--- config.mk ---
export PLATFORM = sky130hd
export DESIGN_NAME = zigzag_scan_order_generator
export DESIGN_NICKNAME = d
export VERILOG_FILES = /design/src/rtl/zzso_pkg.sv /design/src/rtl/zigzag_scan_order_generator.sv
export SDC_FILE = /design/constraint.sdc
export NUM_CORES = 1
export LEC_CHECK = 0
export ABC_CLOCK_PERIOD_IN_PS = 12100
export BUFFER_PORTS_ARGS = -buffer_cell sky130_fd_sc_hd__buf_2
export CELL_PAD_IN_SITES_DETAIL_PLACEMENT = 1
export CELL_PAD_IN_SITES_GLOBAL_PLACEMENT = 1
export CORE_AREA = 2 2 98 100
export CTS_CLUSTER_DIAMETER = 40
export DETAILED_ROUTE_END_ITERATION = 10
export DIE_AREA = 0 0 100 102
export GPL_ROUTABILITY_DRIVEN = 0
export GPL_TIMING_DRIVEN = 0
export HOLD_SLACK_MARGIN = 0.15
export PLACE_DENSITY_LB_ADDON = 0.1
export SLEW_MARGIN = 20
export SYNTH_ARGS = -nofsm -noshare
export SYNTH_HDL_FRONTEND = slang
export SYNTH_SLANG_ARGS = --single-unit
--- constraint.sdc ---
create_clock -name clk -period 12.1 [get_ports clk]
set_input_delay 1.815 -clock clk [delete_from_list [all_inputs] [get_ports clk]]
set_output_delay 1.815 -clock clk [all_outputs]
set_load 0.02 [all_outputs]
--- src/rtl/zzso_pkg.sv ---
// Shared widths and constants of the zigzag scan order generator.
package zzso_pkg;

    localparam int SIZE_W     = 5;
    localparam int ROW_W      = 4;
    localparam int ORDER_W    = 9;
    localparam int SIZE_RESET = 8;

    typedef logic [SIZE_W-1:0]  size_t;
    typedef logic [ROW_W-1:0]   coord_t;
    typedef logic [ORDER_W-1:0] order_t;

endpackage

--- src/rtl/zigzag_scan_order_generator.sv ---
// Zigzag scan order generator: one matrix position per accepted word.
// The output word of an accepted input word is registered and appears in the cycle after it is accepted.
// Throughput is one word per cycle while out_ready is high; the output register frees in the cycle it is taken.
// Reset clears the scan and sets the matrix size to 8; a size write also clears the scan.
// The first word after reset, after a size write or after the last cell gives cell (0,0).
module zigzag_scan_order_generator #(
    parameter int MAX_SIZE = 16
) (
    input  logic                    clk,
    input  logic                    rst_n,
    input  logic                    cfg_we,
    input  zzso_pkg::size_t         cfg_wdata,
    input  logic                    in_valid,
    output logic                    in_ready,
    input  logic                    restart,
    output logic                    out_valid,
    input  logic                    out_ready,
    output zzso_pkg::coord_t        row,
    output zzso_pkg::coord_t        column,
    output zzso_pkg::order_t        order_number,
    output logic                    last
);
    import zzso_pkg::*;

    localparam int CW = $clog2(MAX_SIZE);
    localparam int NW = $clog2(MAX_SIZE + 1);
    localparam int TW = 2 * NW;

    logic [SIZE_W-1:0] size_reg;
    logic [CW-1:0]     cur_row_reg, cur_row_next;
    logic [CW-1:0]     cur_col_reg, cur_col_next;
    logic              up_right_reg, up_right_next;
    logic [TW-1:0]     count_reg, count_next;

    logic              out_valid_reg;
    logic [CW-1:0]     row_reg;
    logic [CW-1:0]     col_reg;
    logic [TW-1:0]     order_reg;
    logic              last_reg;

    logic [NW-1:0]     size_eff;
    logic [NW-1:0]     edge_pos;
    logic [TW-1:0]     total;
    logic              accept;
    logic              wrap;
    logic              at_col_edge;
    logic              at_row_edge;
    logic [CW+ROW_W-1:0]   row_ext;
    logic [CW+ROW_W-1:0]   col_ext;
    logic [TW+ORDER_W-1:0] order_ext;

    always_comb
    begin
        if (size_reg == '0)
        begin
            size_eff = NW'(1);
        end
        else if (int'(size_reg) > MAX_SIZE)
        begin
            size_eff = NW'(MAX_SIZE);
        end
        else
        begin
            size_eff = NW'(size_reg);
        end
    end

    assign edge_pos    = size_eff - NW'(1);
    assign total       = TW'(size_eff) * TW'(size_eff);
    assign in_ready    = !out_valid_reg || out_ready;
    assign accept      = in_valid && in_ready;
    assign wrap        = restart || (count_reg == '0) || (count_reg >= total);
    assign at_col_edge = NW'(cur_col_reg) == edge_pos;
    assign at_row_edge = NW'(cur_row_reg) == edge_pos;

    always_comb
    begin
        cur_row_next  = cur_row_reg;
        cur_col_next  = cur_col_reg;
        up_right_next = up_right_reg;
        count_next    = count_reg + TW'(1);
        if (wrap)
        begin
            cur_row_next  = '0;
            cur_col_next  = '0;
            up_right_next = 1'b0;
            count_next    = TW'(1);
        end
        else if (up_right_reg)
        begin
            if (at_col_edge)
            begin
                cur_row_next  = cur_row_reg + CW'(1);
                up_right_next = 1'b0;
            end
            else if (cur_row_reg == '0)
            begin
                cur_col_next  = cur_col_reg + CW'(1);
                up_right_next = 1'b0;
            end
            else
            begin
                cur_row_next = cur_row_reg - CW'(1);
                cur_col_next = cur_col_reg + CW'(1);
            end
        end
        else
        begin
            if (at_row_edge)
            begin
                cur_col_next  = cur_col_reg + CW'(1);
                up_right_next = 1'b1;
            end
            else if (cur_col_reg == '0)
            begin
                cur_row_next  = cur_row_reg + CW'(1);
                up_right_next = 1'b1;
            end
            else
            begin
                cur_row_next = cur_row_reg + CW'(1);
                cur_col_next = cur_col_reg - CW'(1);
            end
        end
    end

    always_ff @(posedge clk or negedge rst_n)
    begin
        if (!rst_n)
        begin
            size_reg      <= SIZE_W'(SIZE_RESET);
            cur_row_reg   <= '0;
            cur_col_reg   <= '0;
            up_right_reg  <= 1'b0;
            count_reg     <= '0;
            out_valid_reg <= 1'b0;
        end
        else
        begin
            if (cfg_we)
            begin
                size_reg     <= cfg_wdata;
                cur_row_reg  <= '0;
                cur_col_reg  <= '0;
                up_right_reg <= 1'b0;
                count_reg    <= '0;
            end
            else if (accept)
            begin
                cur_row_reg  <= cur_row_next;
                cur_col_reg  <= cur_col_next;
                up_right_reg <= up_right_next;
                count_reg    <= count_next;
            end
            if (accept)
            begin
                out_valid_reg <= 1'b1;
            end
            else if (out_ready)
            begin
                out_valid_reg <= 1'b0;
            end
        end
    end

    always_ff @(posedge clk)
    begin
        if (accept)
        begin
            row_reg   <= cur_row_next;
            col_reg   <= cur_col_next;
            order_reg <= count_next;
            last_reg  <= count_next == total;
        end
    end

    assign row_ext   = {{ROW_W{1'b0}}, row_reg};
    assign col_ext   = {{ROW_W{1'b0}}, col_reg};
    assign order_ext = {{ORDER_W{1'b0}}, order_reg};

    assign out_valid    = out_valid_reg;
    assign row          = row_ext[ROW_W-1:0];
    assign column       = col_ext[ROW_W-1:0];
    assign order_number = order_ext[ORDER_W-1:0];
    assign last         = last_reg;

endmodule

==> impl_metrics.json <==
{
  "worstHoldPathType": "flop to flop",
  "setup_tns_ns": 0,
  "nets": 507,
  "viasPerCell": 5.794,
  "cts_resized": 0,
  "ys_top_cells_by_area": "dfrtp_1, edfxtp_1, ha_1",
  "firstDrtPassIters": 4,
  "synth.distinct_cells": 68,
  "holdPathStages": 2,
  "fmax_mhz": 147.6,
  "worst-path-buf-inv": 6,
  "synthCells": 428,
  "clockRootBuffer": "clkbuf_8",
  "synth.yosys.seq_area_share_pct": 32.41,
  "start_kind": "flop",
  "cp_data_required_time_ns": 12.33,
  "maxSlewHeadroom_pct": 54.89,
  "die_y_um": 102,
  "largest_reg_flops": 10,
  "synth_common_cells": "nand2_1, nor2_1, ha_1, inv_1, clkbuf_1",
  "die_x_um": 100,
  "path_cells": "clkbuf_1 > nor2b_1 > clkbuf_1 > nand2_1 > fa_1 > fa_1 > inv_1 > ha_1 > clkbuf_1 > ha_1 > a211oi_1 > nor2_1 > o311ai_1 > inv_1 > ha_1 > o21ai_0 > nor2_1 > nor4b_2 > and2_1 > clkbuf_1 > nand2_1 > or3_1 > a31oi_1",
  "start_util_pct": 39.55,
  "grt.total_usage_pct": 21.69,
  "num_io_pins": 31,
  "synth_flop_cell": "dfrtp_1",
  "cts_hold_buffers": 0,
  "end_kind": "flop",
  "yosysTopAreaCell": "dfrtp_1",
  "synthToLayoutAreaGrowth_pct": 11.88,
  "ant_nets": 0,
  "grt_setup_unrepaired": "no",
  "crit_fanout": 10,
  "layout.core_utilization_pct": 44.24,
  "power.leakage_nw": 1.693,
  "grt_pass1_wl_um": 17270,
  "clkLatencyLatePin_ns": 0.32,
  "cp_slowest_stage_delay_ns": 0.62,
  "fp-row-count": 35,
  "drt_wl_total_um": 10610,
  "finalHoldViolations": 0,
  "setup_violations": 0,
  "fin_crit_ns": 6.776,
  "fin_crit_sh_pct": 56.00,
  "vias": 3343,
  "drive_gt1_share_pct": 11.80,
  "clockBufferDepth": 2,
  "reg2reg_depth": 23,
  "cp.arrival_ns": 7.00,
  "power_density_nw_per_um2": 98.47,
  "post_cts_buffers": 0,
  "ys_ff_latch": 43,
  "cts_sinks": 43,
  "ys_async_sr_fraction_pct": 58.14,
  "cts_made_buffers": 5,
  "overflow": 0,
  "hpwl_um": 8049,
  "cts_htree_levels": 2,
  "crit_path_frequent_cell": "clkbuf_1",
  "drv_slew": 0,
  "dieArea_um2": 10200,
  "cts_tree": "done",
  "drcViolationCount": 0,
  "cts.clk_slew.worst_paths_ns": 0.09,
  "criticalPathCategory": "flop to flop",
  "netlist_area_um2": 3602,
  "n_antenna_cell": 0,
  "path_depth": 23,
  "drt-initial-drc-count": 199,
  "yosysMostFrequentCell": "nand2_1",
  "grt_pass1_vias": 3321,
  "tightest_slew_ns": 0.6767,
  "critPathSlowestCell": "o311ai_1",
  "synth-edff-count": 18,
  "syn_avg_cell_area_um2": 8.416,
  "grt_start_max_net_pins": 28,
  "core_um2": 9109,
  "synth_top_area_share_pct": 16.67,
  "skew_ns": 0.01783,
  "crit_family": "simple AND/OR/NAND/NOR gates",
  "maxCapViolations": 0,
  "irDropWorstVdd_uv": 57.21,
  "wire_per_inst_um": 18.39,
  "antenna_found_initial": 0,
  "io_buffer_count": 29,
  "status": "finished, final reports clean",
  "yosysWarnings": 0
}
-- cell usage in the layout, fill, tap and decap left out, drive strengths merged, types with 3 or more instances in the layout --
| cell type | Yosys | final |
|---|---|---|
| a211oi | 11 | 11 |
| a21o | 3 | 3 |
| a21oi | 23 | 23 |
| a31o | 3 | 3 |
| a31oi | 7 | 7 |
| and3 | 6 | 6 |
| buf | 5 | 34 |
| clkbuf | 25 | 31 |
| conb | 2 | 3 |
| dfrtp | 24 | 24 |
| edfxtp | 18 | 18 |
| fa | 3 | 3 |
| ha | 28 | 28 |
| inv | 28 | 28 |
| mux2 | 3 | 3 |
| nand2 | 43 | 43 |
| nand2b | 6 | 6 |
| nand3 | 17 | 17 |
| nand4 | 6 | 6 |
| nor2 | 38 | 38 |
| nor2b | 4 | 4 |
| nor3 | 21 | 21 |
| nor4 | 8 | 8 |
| nor4b | 3 | 3 |
| o21ai | 12 | 12 |
| o221ai | 3 | 3 |
| o311ai | 3 | 3 |
| o41ai | 3 | 3 |
| or2 | 3 | 3 |
| or3 | 5 | 5 |
| or4b | 3 | 3 |
| xnor2 | 9 | 9 |
| xor2 | 11 | 11 |
-- layer usage --
metal / wire length [um] / vias up / global-route usage (%) / part of all wire, %
li1: - / 1622 / - / -
met1: 5357 / 1663 / 30.45 / 50
met2: 4931 / 51 / 36.80 / 46
met3: 254 / 7 / 2.326 / 2.4
met4: 70 / 0 / 4.004 / 0.66
met5: 0 / - / 0 / 0
-- per-stage QoR --
step                      setup slack [ns]  power (W)  area (um^2)  instances  hold WS, ns
after detailed placement             4.944  0.0002593         3891        569       0.5409
final                                5.324  0.0003969         4030        577       0.5489
after floorplan                      6.456  0.0002311         3606        429       0.5542
after global routing                 4.620  0.0004169         4030        577       0.6193
after global placement               5.036  0.0002568         3890        569       0.5060
after CTS                            4.887  0.0004023         4024        577       0.5637
-- cell type report --
cell class              count  area, um^2
fillers                  1128        5079
well taps                 111       138.9
repair buffers             29       145.1
multi-input cells         327        2211
clock inverters             2       60.06
inverters                  29       108.9
plain buffers              30       126.4
flip-flops and latches     43        1167
clock buffers               6       72.57
-- kinds of logic (layout without fill, tap and decap cells) --
logic type	after synthesis	count (layout)	share of synthesized area (%)
mux	5	5	1.494
xor+xnor	20	20	4.863
simple gates	173	173	24.28
flops	43	43	32.41
other cells	2	3	0.2085
buf+inv	59	96	6.495
fa+ha+maj	31	31	11.39
compound gates	95	95	18.86
-- where the power goes --
group	internal (W)	total (W)	switching (W)	leakage, nW
combinational	0.0000332	0.0000959	0.0000627	1.12
clock	0.0000826	0.000141	0.0000582	0.0654
sequential	0.000157	0.000160	0.00000263	0.509
-- final timing paths --
kind / start / slack [ns] / to
worst max-delay path: size_reg[4] / 5.32 / cur_col_reg[0]
worst min-delay path: out_valid / 0.55 / out_valid
worst max register to register: size_reg[4] / 5.32 / cur_col_reg[0]
worst min register to register: out_valid / 0.55 / out_valid
max in group asynchronous: rst_n / 10.13 / cur_row_reg[1]
min in group asynchronous: rst_n / 1.52 / count_reg[6]
-- worst register-to-register path: cells and delay by family, from the launching register on --
| family | cells | cell delay [ns] |
|---|---|---|
| adders and majority gates | 5 | 1.69 |
| AOI/OAI and AO/OA | 4 | 1.28 |
| and+or+nand+nor | 8 | 2.04 |
| DFF | 1 | 0.46 |
| buffers and inverters | 6 | 1.22 |
(Power assumes the default switching activity.)
